==> src/rtl/gcr_pkg.sv <==
// ----------------------------------------------------------------------------
// gcr_pkg
// Shared types and constants of the graphics coordinate re-encoder.
// ----------------------------------------------------------------------------
package gcr_pkg;

  // Drawing commands.
  localparam logic [2:0] CMD_PT_DELTA = 3'd0;
  localparam logic [2:0] CMD_PT_ABS   = 3'd1;
  localparam logic [2:0] CMD_SEGMENT  = 3'd2;
  localparam logic [2:0] CMD_RECT     = 3'd3;
  localparam logic [2:0] CMD_ARC      = 3'd4;

  // A record is coded as up to six values, each of one or two bytes.
  localparam int NTOK_MAX = 6;
  localparam logic [2:0] NTOK_POINT = 3'd2;
  localparam logic [2:0] NTOK_SEG   = 3'd4;
  localparam logic [2:0] NTOK_ARC   = 3'd6;

  // Depth of the queue between the classifier and the serialiser.
  localparam int Q_DEPTH = 2;
  localparam int Q_PW    = $clog2(Q_DEPTH);
  localparam int Q_CW    = $clog2(Q_DEPTH + 1);

  // Coding limits.
  localparam logic signed [15:0] SHORT_TWO_NEG = -16'sd113;
  localparam logic signed [15:0] SHORT_TWO_POS = 16'sd128;
  localparam logic [15:0]        USHORT_LIMIT  = 16'h1000;
  localparam logic [15:0]        USHORT_TWO    = 16'd240;
  localparam logic signed [15:0] ANGLE_MAX     = 16'sd23040;
  localparam logic signed [15:0] ANGLE_MIN     = -16'sd23040;
  localparam int                 ANGLE_STEP    = 45 * 128;
  localparam int                 ANGLE_CODES   = 9;

  // One coded value.
  typedef struct packed {
    logic       ok;
    logic       two;
    logic [7:0] hi;
    logic [7:0] lo;
  } enc_t;

  // One classified record as it waits in the queue.
  typedef struct packed {
    logic                         err;
    logic [2:0]                   ntok;
    logic [NTOK_MAX-1:0]          two;
    logic [NTOK_MAX-1:0][7:0]     hi;
    logic [NTOK_MAX-1:0][7:0]     lo;
  } rec_t;

endpackage

==> src/rtl/gcr_front.sv <==
// ----------------------------------------------------------------------------
// gcr_front
// Accepts drawing records, codes every value in parallel, tracks the
// previous origin and the error flag, and queues records of used commands.
// ----------------------------------------------------------------------------
module gcr_front import gcr_pkg::*; (
  input  logic               clk,
  input  logic               rst_n,
  input  logic               in_valid,
  output logic               in_ready,
  input  logic [2:0]         in_command,
  input  logic               in_start_req,
  input  logic signed [15:0] in_first_x,
  input  logic signed [15:0] in_first_y,
  input  logic signed [15:0] in_second_x,
  input  logic signed [15:0] in_second_y,
  input  logic signed [15:0] in_angle_start,
  input  logic signed [15:0] in_angle_extent,
  input  logic               q_full,
  output logic               q_push,
  output rec_t               q_data
);

  function automatic enc_t enc_short(input logic [15:0] v);
    enc_t e;
    e.ok  = (v[15:11] == 5'b00000) || (v[15:11] == 5'b11111);
    e.two = ($signed(v) <= SHORT_TWO_NEG) || ($signed(v) >= SHORT_TWO_POS);
    e.hi  = {4'h8, v[11:8]};
    e.lo  = v[7:0];
    return e;
  endfunction

  function automatic enc_t enc_ushort(input logic [15:0] v);
    enc_t e;
    e.ok  = v < USHORT_LIMIT;
    e.two = v >= USHORT_TWO;
    e.hi  = {4'hf, v[11:8]};
    e.lo  = v[7:0];
    return e;
  endfunction

  // Whole multiples of 45 degrees take a single byte holding the multiple
  // offset by four.
  function automatic enc_t enc_angle(input logic [15:0] v);
    enc_t e;
    e.ok  = ($signed(v) >= ANGLE_MIN) && ($signed(v) <= ANGLE_MAX);
    e.two = 1'b1;
    e.hi  = v[15:8];
    e.lo  = v[7:0];
    for (int k = 0; k < ANGLE_CODES; k++) begin
      if (v == 16'((k - 4) * ANGLE_STEP)) begin
        e.two = 1'b0;
        e.lo  = 8'h80 | 8'(k);
      end
    end
    return e;
  endfunction

  logic [15:0] prev_x_r, prev_x_nxt;
  logic [15:0] prev_y_r, prev_y_nxt;
  logic        failed_r, failed_nxt;

  logic [15:0] base_x, base_y;
  logic        base_failed;
  logic        accept;
  logic        cmd_ok;
  logic        fault;
  enc_t        tok [NTOK_MAX];
  logic [2:0]  ntok;
  rec_t        rec;

  assign in_ready = !q_full;
  assign accept   = in_valid && in_ready;
  assign cmd_ok   = in_command <= CMD_ARC;

  // A request start clears the origin and the error before the record.
  assign base_x      = in_start_req ? 16'd0 : prev_x_r;
  assign base_y      = in_start_req ? 16'd0 : prev_y_r;
  assign base_failed = in_start_req ? 1'b0 : failed_r;

  always_comb begin
    if (in_command == CMD_PT_ABS) begin
      tok[0] = enc_short(in_first_x);
      tok[1] = enc_short(in_first_y);
    end else begin
      tok[0] = enc_short(16'(in_first_x - base_x));
      tok[1] = enc_short(16'(in_first_y - base_y));
    end
    if (in_command == CMD_SEGMENT) begin
      tok[2] = enc_short(16'(in_second_x - in_first_x));
      tok[3] = enc_short(16'(in_second_y - in_first_y));
    end else begin
      tok[2] = enc_ushort(in_second_x);
      tok[3] = enc_ushort(in_second_y);
    end
    tok[4] = enc_angle(in_angle_start);
    tok[5] = enc_angle(in_angle_extent);
  end

  always_comb begin
    unique case (in_command)
      CMD_PT_DELTA, CMD_PT_ABS: ntok = NTOK_POINT;
      CMD_SEGMENT, CMD_RECT:    ntok = NTOK_SEG;
      default:                  ntok = NTOK_ARC;
    endcase
  end

  always_comb begin
    fault = !tok[0].ok || !tok[1].ok;
    if (ntok != NTOK_POINT) begin
      fault = fault || !tok[2].ok || !tok[3].ok;
    end
    if (ntok == NTOK_ARC) begin
      fault = fault || !tok[4].ok || !tok[5].ok;
    end
  end

  always_comb begin
    rec.err  = base_failed || fault;
    rec.ntok = ntok;
    for (int i = 0; i < NTOK_MAX; i++) begin
      rec.two[i] = tok[i].two;
      rec.hi[i]  = tok[i].hi;
      rec.lo[i]  = tok[i].lo;
    end
    // An error record is a single zero byte.
    if (rec.err) begin
      rec.ntok  = 3'd1;
      rec.two   = '0;
      rec.lo[0] = 8'h00;
    end
  end

  assign q_push = accept && cmd_ok;
  assign q_data = rec;

  always_comb begin
    prev_x_nxt = prev_x_r;
    prev_y_nxt = prev_y_r;
    failed_nxt = failed_r;
    if (accept) begin
      prev_x_nxt = base_x;
      prev_y_nxt = base_y;
      failed_nxt = base_failed;
      if (cmd_ok && !base_failed) begin
        if (fault) begin
          failed_nxt = 1'b1;
        end else if (in_command != CMD_PT_ABS) begin
          prev_x_nxt = in_first_x;
          prev_y_nxt = in_first_y;
        end
      end
    end
  end

  always_ff @(posedge clk) begin
    if (!rst_n) begin
      prev_x_r <= '0;
      prev_y_r <= '0;
      failed_r <= 1'b0;
    end else begin
      prev_x_r <= prev_x_nxt;
      prev_y_r <= prev_y_nxt;
      failed_r <= failed_nxt;
    end
  end

endmodule

==> src/rtl/gcr_queue.sv <==
// ----------------------------------------------------------------------------
// gcr_queue
// Short first-in first-out queue of classified records.
// ----------------------------------------------------------------------------
module gcr_queue import gcr_pkg::*; (
  input  logic clk,
  input  logic rst_n,
  input  logic push,
  input  rec_t push_data,
  output logic full,
  input  logic pop,
  output logic head_valid,
  output rec_t head
);

  rec_t            mem_r [Q_DEPTH];
  logic [Q_PW-1:0] wr_ptr_r, wr_ptr_nxt;
  logic [Q_PW-1:0] rd_ptr_r, rd_ptr_nxt;
  logic [Q_CW-1:0] count_r, count_nxt;

  assign full       = count_r == Q_CW'(Q_DEPTH);
  assign head_valid = count_r != '0;
  assign head       = mem_r[rd_ptr_r];

  always_comb begin
    wr_ptr_nxt = wr_ptr_r;
    rd_ptr_nxt = rd_ptr_r;
    count_nxt  = count_r;
    if (push) begin
      wr_ptr_nxt = (wr_ptr_r == Q_PW'(Q_DEPTH - 1)) ? '0 : wr_ptr_r + 1'b1;
    end
    if (pop) begin
      rd_ptr_nxt = (rd_ptr_r == Q_PW'(Q_DEPTH - 1)) ? '0 : rd_ptr_r + 1'b1;
    end
    if (push && !pop) begin
      count_nxt = count_r + 1'b1;
    end else if (pop && !push) begin
      count_nxt = count_r - 1'b1;
    end
  end

  always_ff @(posedge clk) begin
    if (push) begin
      mem_r[wr_ptr_r] <= push_data;
    end
  end

  always_ff @(posedge clk) begin
    if (!rst_n) begin
      wr_ptr_r <= '0;
      rd_ptr_r <= '0;
      count_r  <= '0;
    end else begin
      wr_ptr_r <= wr_ptr_nxt;
      rd_ptr_r <= rd_ptr_nxt;
      count_r  <= count_nxt;
    end
  end

  a_no_overflow: assert property (@(posedge clk) disable iff (!rst_n)
    full |-> !push)
    else $error("record pushed into a full queue");

  a_no_underflow: assert property (@(posedge clk) disable iff (!rst_n)
    pop |-> head_valid)
    else $error("record popped from an empty queue");

endmodule

==> src/rtl/gcr_back.sv <==
// ----------------------------------------------------------------------------
// gcr_back
// Walks the record at the head of the queue and sends one code byte per
// cycle through the output register while the receiver is ready.
// ----------------------------------------------------------------------------
module gcr_back import gcr_pkg::*; (
  input  logic       clk,
  input  logic       rst_n,
  input  logic       head_valid,
  input  rec_t       head,
  output logic       pop,
  output logic       out_valid,
  input  logic       out_ready,
  output logic [7:0] out_code_byte,
  output logic       out_last,
  output logic       out_error
);

  logic [2:0] tok_r, tok_nxt;
  logic       phase_r, phase_nxt;
  logic       out_valid_r, out_valid_nxt;
  logic [7:0] out_byte_r;
  logic       out_last_r;
  logic       out_err_r;

  logic       advance;
  logic       high_byte;
  logic       is_last;
  logic [7:0] sel_byte;

  assign advance   = !out_valid_r || out_ready;
  // The first byte of a two-byte value is its high part.
  assign high_byte = head.two[tok_r] && !phase_r;
  assign sel_byte  = high_byte ? head.hi[tok_r] : head.lo[tok_r];
  assign is_last   = (tok_r == head.ntok - 3'd1) && !high_byte;
  assign pop       = advance && head_valid && is_last;

  always_comb begin
    tok_nxt       = tok_r;
    phase_nxt     = phase_r;
    out_valid_nxt = out_valid_r;
    if (advance) begin
      out_valid_nxt = head_valid;
      if (head_valid) begin
        if (high_byte) begin
          phase_nxt = 1'b1;
        end else begin
          phase_nxt = 1'b0;
          tok_nxt   = is_last ? 3'd0 : tok_r + 3'd1;
        end
      end
    end
  end

  always_ff @(posedge clk) begin
    if (!rst_n) begin
      tok_r       <= '0;
      phase_r     <= 1'b0;
      out_valid_r <= 1'b0;
    end else begin
      tok_r       <= tok_nxt;
      phase_r     <= phase_nxt;
      out_valid_r <= out_valid_nxt;
    end
  end

  always_ff @(posedge clk) begin
    if (advance && head_valid) begin
      out_byte_r <= sel_byte;
      out_last_r <= is_last;
      out_err_r  <= head.err;
    end
  end

  assign out_valid     = out_valid_r;
  assign out_code_byte = out_byte_r;
  assign out_last      = out_last_r;
  assign out_error     = out_err_r;

  a_error_single: assert property (@(posedge clk) disable iff (!rst_n)
    out_valid_r && out_err_r |-> out_last_r && (out_byte_r == 8'h00))
    else $error("error item is not a single zero byte");

  a_tok_in_range: assert property (@(posedge clk) disable iff (!rst_n)
    head_valid |-> (tok_r < head.ntok))
    else $error("value index beyond the record");

  a_phase_two: assert property (@(posedge clk) disable iff (!rst_n)
    head_valid && phase_r |-> head.two[tok_r])
    else $error("low byte phase on a one-byte value");

endmodule

==> src/rtl/graphics_coordinate_reencoder.sv <==
// ----------------------------------------------------------------------------
// graphics_coordinate_reencoder
// Codes drawing records (points, segments, rectangles, arcs) into a
// variable-length byte stream with delta-coded coordinates.
//
// Input channel: one drawing record per item (in_valid / in_ready). A record
// with start_req set clears the previous origin and the error flag first.
// Output channel: one code byte per item (out_valid / out_ready), with
// out_last on the final byte of a record and out_error on the single zero
// byte that replaces a record once a value has gone out of range. Commands
// five to seven produce no bytes.
// When the queue is empty, an accepted record is written into the queue and its
// first byte then goes out through the output register of the serialiser.
// Throughput: while the receiver is ready, the serialiser sends one byte per
// cycle; a record has one to twelve bytes, and records follow each other with
// no gap. The classifier takes one record per cycle while the two-entry record
// queue has room.
// Reset: synchronous and active low; it empties the queue, drops out_valid
// and clears the origin and the error flag.
// A stalled receiver holds the current byte; the queue fills and in_ready
// falls once it holds two records, counting the one whose bytes are still
// being sent.
// ----------------------------------------------------------------------------
module graphics_coordinate_reencoder import gcr_pkg::*; (
  input  logic               clk,
  input  logic               rst_n,
  input  logic               in_valid,
  output logic               in_ready,
  input  logic [2:0]         in_command,
  input  logic               in_start_req,
  input  logic signed [15:0] in_first_x,
  input  logic signed [15:0] in_first_y,
  input  logic signed [15:0] in_second_x,
  input  logic signed [15:0] in_second_y,
  input  logic signed [15:0] in_angle_start,
  input  logic signed [15:0] in_angle_extent,
  output logic               out_valid,
  input  logic               out_ready,
  output logic [7:0]         out_code_byte,
  output logic               out_last,
  output logic               out_error
);

  logic q_full;
  logic q_push;
  rec_t q_data;
  logic q_pop;
  logic q_valid;
  rec_t q_head;

  gcr_front u_front (
    .clk             (clk),
    .rst_n           (rst_n),
    .in_valid        (in_valid),
    .in_ready        (in_ready),
    .in_command      (in_command),
    .in_start_req    (in_start_req),
    .in_first_x      (in_first_x),
    .in_first_y      (in_first_y),
    .in_second_x     (in_second_x),
    .in_second_y     (in_second_y),
    .in_angle_start  (in_angle_start),
    .in_angle_extent (in_angle_extent),
    .q_full          (q_full),
    .q_push          (q_push),
    .q_data          (q_data)
  );

  gcr_queue u_queue (
    .clk        (clk),
    .rst_n      (rst_n),
    .push       (q_push),
    .push_data  (q_data),
    .full       (q_full),
    .pop        (q_pop),
    .head_valid (q_valid),
    .head       (q_head)
  );

  gcr_back u_back (
    .clk           (clk),
    .rst_n         (rst_n),
    .head_valid    (q_valid),
    .head          (q_head),
    .pop           (q_pop),
    .out_valid     (out_valid),
    .out_ready     (out_ready),
    .out_code_byte (out_code_byte),
    .out_last      (out_last),
    .out_error     (out_error)
  );

endmodule

==> config.mk <==
export PLATFORM = sky130hd
export DESIGN_NAME = graphics_coordinate_reencoder
export DESIGN_NICKNAME = d
export VERILOG_FILES = /design/src/rtl/gcr_pkg.sv /design/src/rtl/gcr_front.sv /design/src/rtl/gcr_queue.sv /design/src/rtl/gcr_back.sv /design/src/rtl/graphics_coordinate_reencoder.sv
export SDC_FILE = /design/constraint.sdc
export NUM_CORES = 1
export LEC_CHECK = 0
export BUFFER_PORTS_ARGS = -buffer_cell sky130_fd_sc_hd__buf_2
export CAP_MARGIN = 5
export CORE_ASPECT_RATIO = 1.75
export CORE_UTILIZATION = 55
export CTS_CLUSTER_DIAMETER = 100
export CTS_CLUSTER_SIZE = 12
export DETAILED_ROUTE_END_ITERATION = 16
export HOLD_SLACK_MARGIN = 0.08
export PLACE_DENSITY = 0.77
export SLEW_MARGIN = 20
export SYNTH_ARGS = -nofsm -noshare
export SYNTH_HDL_FRONTEND = slang
export SYNTH_SLANG_ARGS = --single-unit
==> constraint.sdc <==
create_clock -name clk -period 14.8 [get_ports clk]
set_clock_uncertainty 0.1 [all_clocks]
set_input_delay 0 -clock clk [delete_from_list [all_inputs] [get_ports clk]]
set_output_delay 0 -clock clk [all_outputs]
set_load 0.05 [all_outputs]
### Word-level counts from Yosys, hierarchy flattened

Memory sizes are Yosys's and may differ from the RTL's. A register that Yosys moved wholly into a read port is not among the register bits.
Index checks and enable logic that the tools add are counted.
Widths: inputs -> output; s select.

* register bits: 52
* bits in writable memories: 212
* bits of input ports: 104
* output and inout bits: 12
* word-level logic and storage cells: 205
* memories: 1

Memory list
* u_queue.mem_r: depth 2, width 106, rd ports 1, clocked after Yosys merged registers in 1, wr ports 1, line gcr_queue.sv:16 `rec_t mem_r [Q_DEPTH];`

* add/subtract/negate cells: 10
* magnitude comparators: 22
* eq/ne operators: 30
* muxes and demuxes: 71
* bitwise gates (word level): 1
* reduce and logical (&&, ||, !) cells: 58

Operator list (number)
* $mux 8: 22
* $eq 16x16->1 const B: 8
* $mux 16: 8
* $ge 16x9->1 const B: 6
* $le 16x8->1 const B: 6
* $mux 36: 2
* $eq 16x15->1 const B: 4
* $sub 16x16->16: 4
* $bmux 8 s3: 2
* $eq 16x13->1 const B: 2
* $eq 16x14->1 const B: 2
* $ge 16x16->1 const B: 2
* $ge 16x8->1 const B: 2
* $le 16x16->1 const B: 2
* $logic_not 16->1: 2
* $lt 16x13->1 const B: 2
* $mux 1: 31
* $eq 5x5->1 const B: 6
* $logic_not 5->1: 6
* $logic_or 1x1->1: 19
* $logic_not 1->1: 13
* $logic_and 1x1->1: 11
* $mux 9: 1
* $eq 3x2->1 const B: 2
* other kinds (23): 27

### Logic depth before layout (Yosys ltp)

* word-level depth: 15
* depth in mapped cells: 16

### Cells and area by module

From an unflattened synthesis, not the netlist that was laid out.

* cells, all modules: 1522
* area, all modules: 16729.8 µm²

Modules (own cells, without submodules)
* gcr_queue: times used 1, cells each 352, area each 8026.4 µm²
* gcr_front: times used 1, cells each 1027, area each 7116.8 µm²
* gcr_back: times used 1, cells each 143, area each 1586.5 µm²

### Least setup slack after synthesis

OpenSTA, ideal clock, no wires.

* path kind: register to register
* start point: register u_queue.count_r[0]
* end point: memory u_queue.mem_r[0][0] (netlist bit) (enable)
* setup time: 0.551 ns
* arrival time: 5.192 ns
* data required time: 14.149 ns
* path slack: 8.958 ns
* stages on the path, launching flop included: 4
* buffers on the path: 0
* clock period less this slack: 5.842 ns
* path through: dfxtp_1 > nand2b_1 > and3_1 > nor2b_1

* cells in the longest elaborated chain, start to end: 6

RTL lines
* start: declaration: line gcr_queue.sv:19 `logic [Q_CW-1:0] count_r, count_nxt;`
* start signal: assignment: line gcr_queue.sv:56 `count_r <= count_nxt;`
* $eq 2x2->1: line gcr_queue.sv:21 `assign full = count_r == Q_CW'(Q_DEPTH);`
* $logic_not 1->1: line gcr_front.sv:72 `assign in_ready = !q_full;`
* named net in_ready: line graphics_coordinate_reencoder.sv:28 `output logic in_ready,`
* $logic_and 1x1->1: line gcr_front.sv:73 `assign accept = in_valid && in_ready;`
* $logic_and 1x1->1: line gcr_front.sv:134 `assign q_push = accept && cmd_ok;`
* named net q_push: line graphics_coordinate_reencoder.sv:45 `logic q_push;`
* $mux 1: line gcr_queue.sv:43 `if (push) begin`
* $mux 1 (not written as such): line gcr_queue.sv:44 `mem_r[wr_ptr_r] <= push_data;`
* end: declaration: line gcr_queue.sv:16

The timed path passes the listed nets, and every way through them passes these cells.

### Worst setup path after layout

* start point: input port in_start_req
* end point: register u_front.prev_y_r[7]

* cells in the longest elaborated chain, start to end: 15

RTL lines
* start: declaration: line graphics_coordinate_reencoder.sv:30 `input logic in_start_req,`
* $mux 16, on equally long branches: line gcr_front.sv:77, gcr_front.sv:78
* $sub 16x16->16, on equally long branches: line gcr_front.sv:86, gcr_front.sv:87
* $eq 5x5->1 or $logic_not 5->1 (tied branches): line gcr_front.sv:26 `e.ok = (v[15:11] == 5'b00000) || (v[15:11] == 5'b11111);`
* $logic_or 1x1->1: line gcr_front.sv:26
* $mux 36: line gcr_front.sv:82 `if (in_command == CMD_PT_ABS) begin`
* $logic_not 1->1: line gcr_front.sv:109 `fault = !tok[0].ok || !tok[1].ok;`
* $logic_or 1x1->1: line gcr_front.sv:109
* $logic_or 1x1->1 (2 in a row): line gcr_front.sv:111 `fault = fault || !tok[2].ok || !tok[3].ok;`
* $mux 1: line gcr_front.sv:110 `if (ntok != NTOK_POINT) begin`
* $logic_or 1x1->1 (2 in a row): line gcr_front.sv:114 `fault = fault || !tok[4].ok || !tok[5].ok;`
* $mux 1: line gcr_front.sv:113 `if (ntok == NTOK_ARC) begin`
* $mux 16: line gcr_front.sv:146 `if (fault) begin`
* $mux 16 (*): line gcr_front.sv:145 `if (cmd_ok && !base_failed) begin`
* end signal: assignment: line gcr_front.sv:163 `prev_y_r <= prev_y_nxt;`
* end: declaration: line gcr_front.sv:60 `logic [15:0] prev_y_r, prev_y_nxt;`

Every way passes the cells marked *; elsewhere a longest branch is shown, timed or not.
A chain may end at the register's enable or synchronous reset.

==> results.toml <==
[cells_and_area]
final_area_mm2 = 0.0170
diodes = 0
drive_gt1_share_pct = 14.1
layout_common_cells = "nand2_1 (192), edfxtp_1 (190), dlygate4sd3_1 (142), buf_2 (115), nor2_1 (86)"
area_growth_pct = 20.6
layout.nets = 1731
final_common_cell = "nand2_1"

[timing]
fmax_mhz = 193
finalSetupViolations = 0
hold_ws_ns = 0.129
timing.setup.tns_ns = 0
finalHoldViolCount = 0
rsz0062_at_grt = "false"
timing.slew.headroom_pct = 29.4
finalCriticalPeriod_ns = 5.18
finalMaxSlewViolations = 0
period_share_pct = 35.0
max_slew.worst_pin.slew_ns = 1.06

[detailed_routing]
drc = 0
routed_wl_um = 41700
postRouteAntennaNets = 0
wl_per_cell_um = 22.0
via_per_inst = 6.23
num_vias = 11800
firstDrtPassIters = 5
drt_iter0_markers = 876

[synthesis]
synth_edf_count = 190
synth_top_area_share_pct = 40.6
synth.area.top_cells = "edfxtp_1 (41%), mux4_2 (6.9%), dfxtp_1 (6.1%), ha_1 (5.9%), nand2_1 (5.1%)"
ys_seq_area_share_pct = 46.7
synth_nets = 1500
synth_cell_type_count = 76
dominantRegCellSynth = "edfxtp_1"
syn_avg_cell_area_um2 = 10.6
synth.ff_latch_count = 233
synthCells = 1326
yosysTopAreaCell = "edfxtp_1"
ys_async_sr_fraction_pct = 0
ys_warn_count = 0
netlist_area_mm2 = 0.0141

[status]
outcome = "complete, no violations"

[cts]
h-tree-depth = 1
cts-root-buf = "clkbuf_16"
cts_buffers = 23
cts_setup_buffers = 0
numClockSinks = 233
insertion_delay_ns = 0.54
clockBufferDepth = 3
cts_tree = "yes"
clk_pin_slew_ns = 0.06

[die]
fp.coreArea_mm2 = 0.0251
fp.dieW_um = 123
boundaryPins = 116
initial_core_util_pct = 55.9
rows = 77
fp.dieH_um = 214
design.die.area_mm2 = 0.0262

[placement]
portBuffers = 115
gp_congestion = 0.969
place_area_mm2 = 0.0149
dp_hpwl_um = 29400

[grt]
antenna_found_initial = 0
grt_max_degree = 71
grt.overflow.total = 0
track_usage_pct = 32.3
grt_pass1_wl_um = 63100
grt_pass1_vias = 11800

[setup_path]
cp_data_arrival_time_ns = 5.49
crit_type = "input pin to flip-flop"
endpoint_kind = "flip-flop"
crit_required_ns = 15.10
start_kind = "input pin"
critPathMaxFanout = 27

[flow_run]
drv_cap = 0

[pwr]
vdd_drop_max_mv = 0.0761
p_per_area_mw_per_mm2 = 114
p_leak_nw = 6.50

[min_path]
hold_class = "input pin to flip-flop"
kinds of logic (layout without fill, tap and decap cells):
family | after synthesis | after routing | synth area share (%)
muxes | 94 | 94 | 10.5
DFF | 233 | 233 | 46.7
xor gates and xnor gates | 54 | 54 | 3.36
AOI/OAI and AO/OA | 285 | 285 | 13.6
buffers and inverters | 117 | 365 | 3.31
and+or+nand+nor | 473 | 473 | 16.1
adders and majority gates | 70 | 70 | 6.44
metal layers:
layer  share of wire, %  track usage, %  wire, um  up-vias
met4                8.3            23.9      3450        0
met3                4.6            3.19      1930      167
met2                 53            60.2     22000      492
met5                  0               0         0        -
li1                   -               -         -     5433
met1                 34            32.8     14300     5679
metrics by stage:
stage | util, % | std cells | worst slack, ns | power (mW)
after CTS | 67.4 | 1890 | 9.75 | 1.93
after global placement | 59.2 | 1706 | 10.33 | 1.36
final | 67.4 | 1890 | 9.62 | 1.93
after global routing | 67.4 | 1890 | 9.41 | 2.00
after detailed placement | 59.2 | 1706 | 10.16 | 1.37
after floorplan | - | 1326 | 8.96 | 1.21
final timing paths:
check,start,endpoint,slack (ns),depth (start not counted)
max,in_start_req,u_front.prev_y_r[7],9.62,17
min,in_angle_start[4],u_queue.mem_r[1][36],0.13,2
max reg2reg,u_front.prev_x_r[0],u_front.prev_y_r[7],9.99,15
min reg2reg,u_front.prev_x_r[6],u_front.prev_x_r[6],0.36,2
Yosys cell counts, types with 6 or more instances:
| master | count |
|---|---|
| clkbuf_1 | 51 |
| and2_1 | 11 |
| o211ai_1 | 7 |
| o21a_1 | 11 |
| mux4_2 | 43 |
| a31oi_1 | 16 |
| a41oi_1 | 6 |
| o311ai_0 | 6 |
| a211oi_1 | 18 |
| nor3_1 | 25 |
| nor2b_1 | 22 |
| mux2i_1 | 51 |
| edfxtp_1 | 190 |
| nor3b_1 | 6 |
| nand2b_1 | 19 |
| a21oi_1 | 67 |
| nand3_1 | 22 |
| nor2_1 | 86 |
| a22oi_1 | 7 |
| o31ai_1 | 7 |
| ha_1 | 66 |
| nand4_1 | 20 |
| and3_1 | 8 |
| xnor2_1 | 34 |
| nor4_1 | 19 |
| o21ai_0 | 61 |
| a21o_1 | 25 |
| a211o_1 | 9 |
| nand2_1 | 192 |
| xor2_1 | 20 |
| buf_1 | 6 |
| or2_2 | 10 |
| inv_1 | 53 |
| or3_1 | 9 |
| dfxtp_1 | 43 |
| or4_1 | 10 |
area by class of cell:
cell class,instances,area (um^2)
fillers,1840,8190
multi-input cells,976,7050
flip-flops and latches,233,6570
repair buffers,269,2090
clock buffers,40,639
well taps,316,395
inverters,54,203
clock inverters,2,17.5
power by group:
| group | total (mW) | switching [mW] | internal (mW) |
|---|---|---|---|
| registers | 0.812 | 0.0211 | 0.791 |
| clock network | 0.540 | 0.247 | 0.293 |
| logic | 0.576 | 0.354 | 0.222 |
| total | 1.93 | 0.621 | 1.31 |
critical path, stage by stage:
cell and delay, ns:
dlygate4sd3_1 0.52, buf_2 0.16, clkinv_1 0.76, nand2_1 0.40, ha_1 0.29, nand2b_1 0.10, a21oi_1 0.11, nor3_1 0.43
o31ai_1 0.17, a21oi_2 0.17, xnor2_1 0.09, or4_4 0.58, a21oi_2 0.24, o2111ai_4 0.29, buf_4 0.38, mux2i_1 0.18
dlygate4sd3_1 0.58
sequential cells by signal, summed over array words and instances, names as in the netlist, 2 cells and up, named ones only:
register and cells:
u_back.out_code_byte 8, u_back.tok_r 3, u_front.prev_x_r 16, u_front.prev_y_r 16, u_queue.count_r 2, u_queue.mem_r 180
repair_timing:
item | CTS | global route
endpoints found under the hold margin | 207 | 0
resized for setup | 0 | 0
hold buffers | 142 | 0
Power figures use the tool's default switching activity.
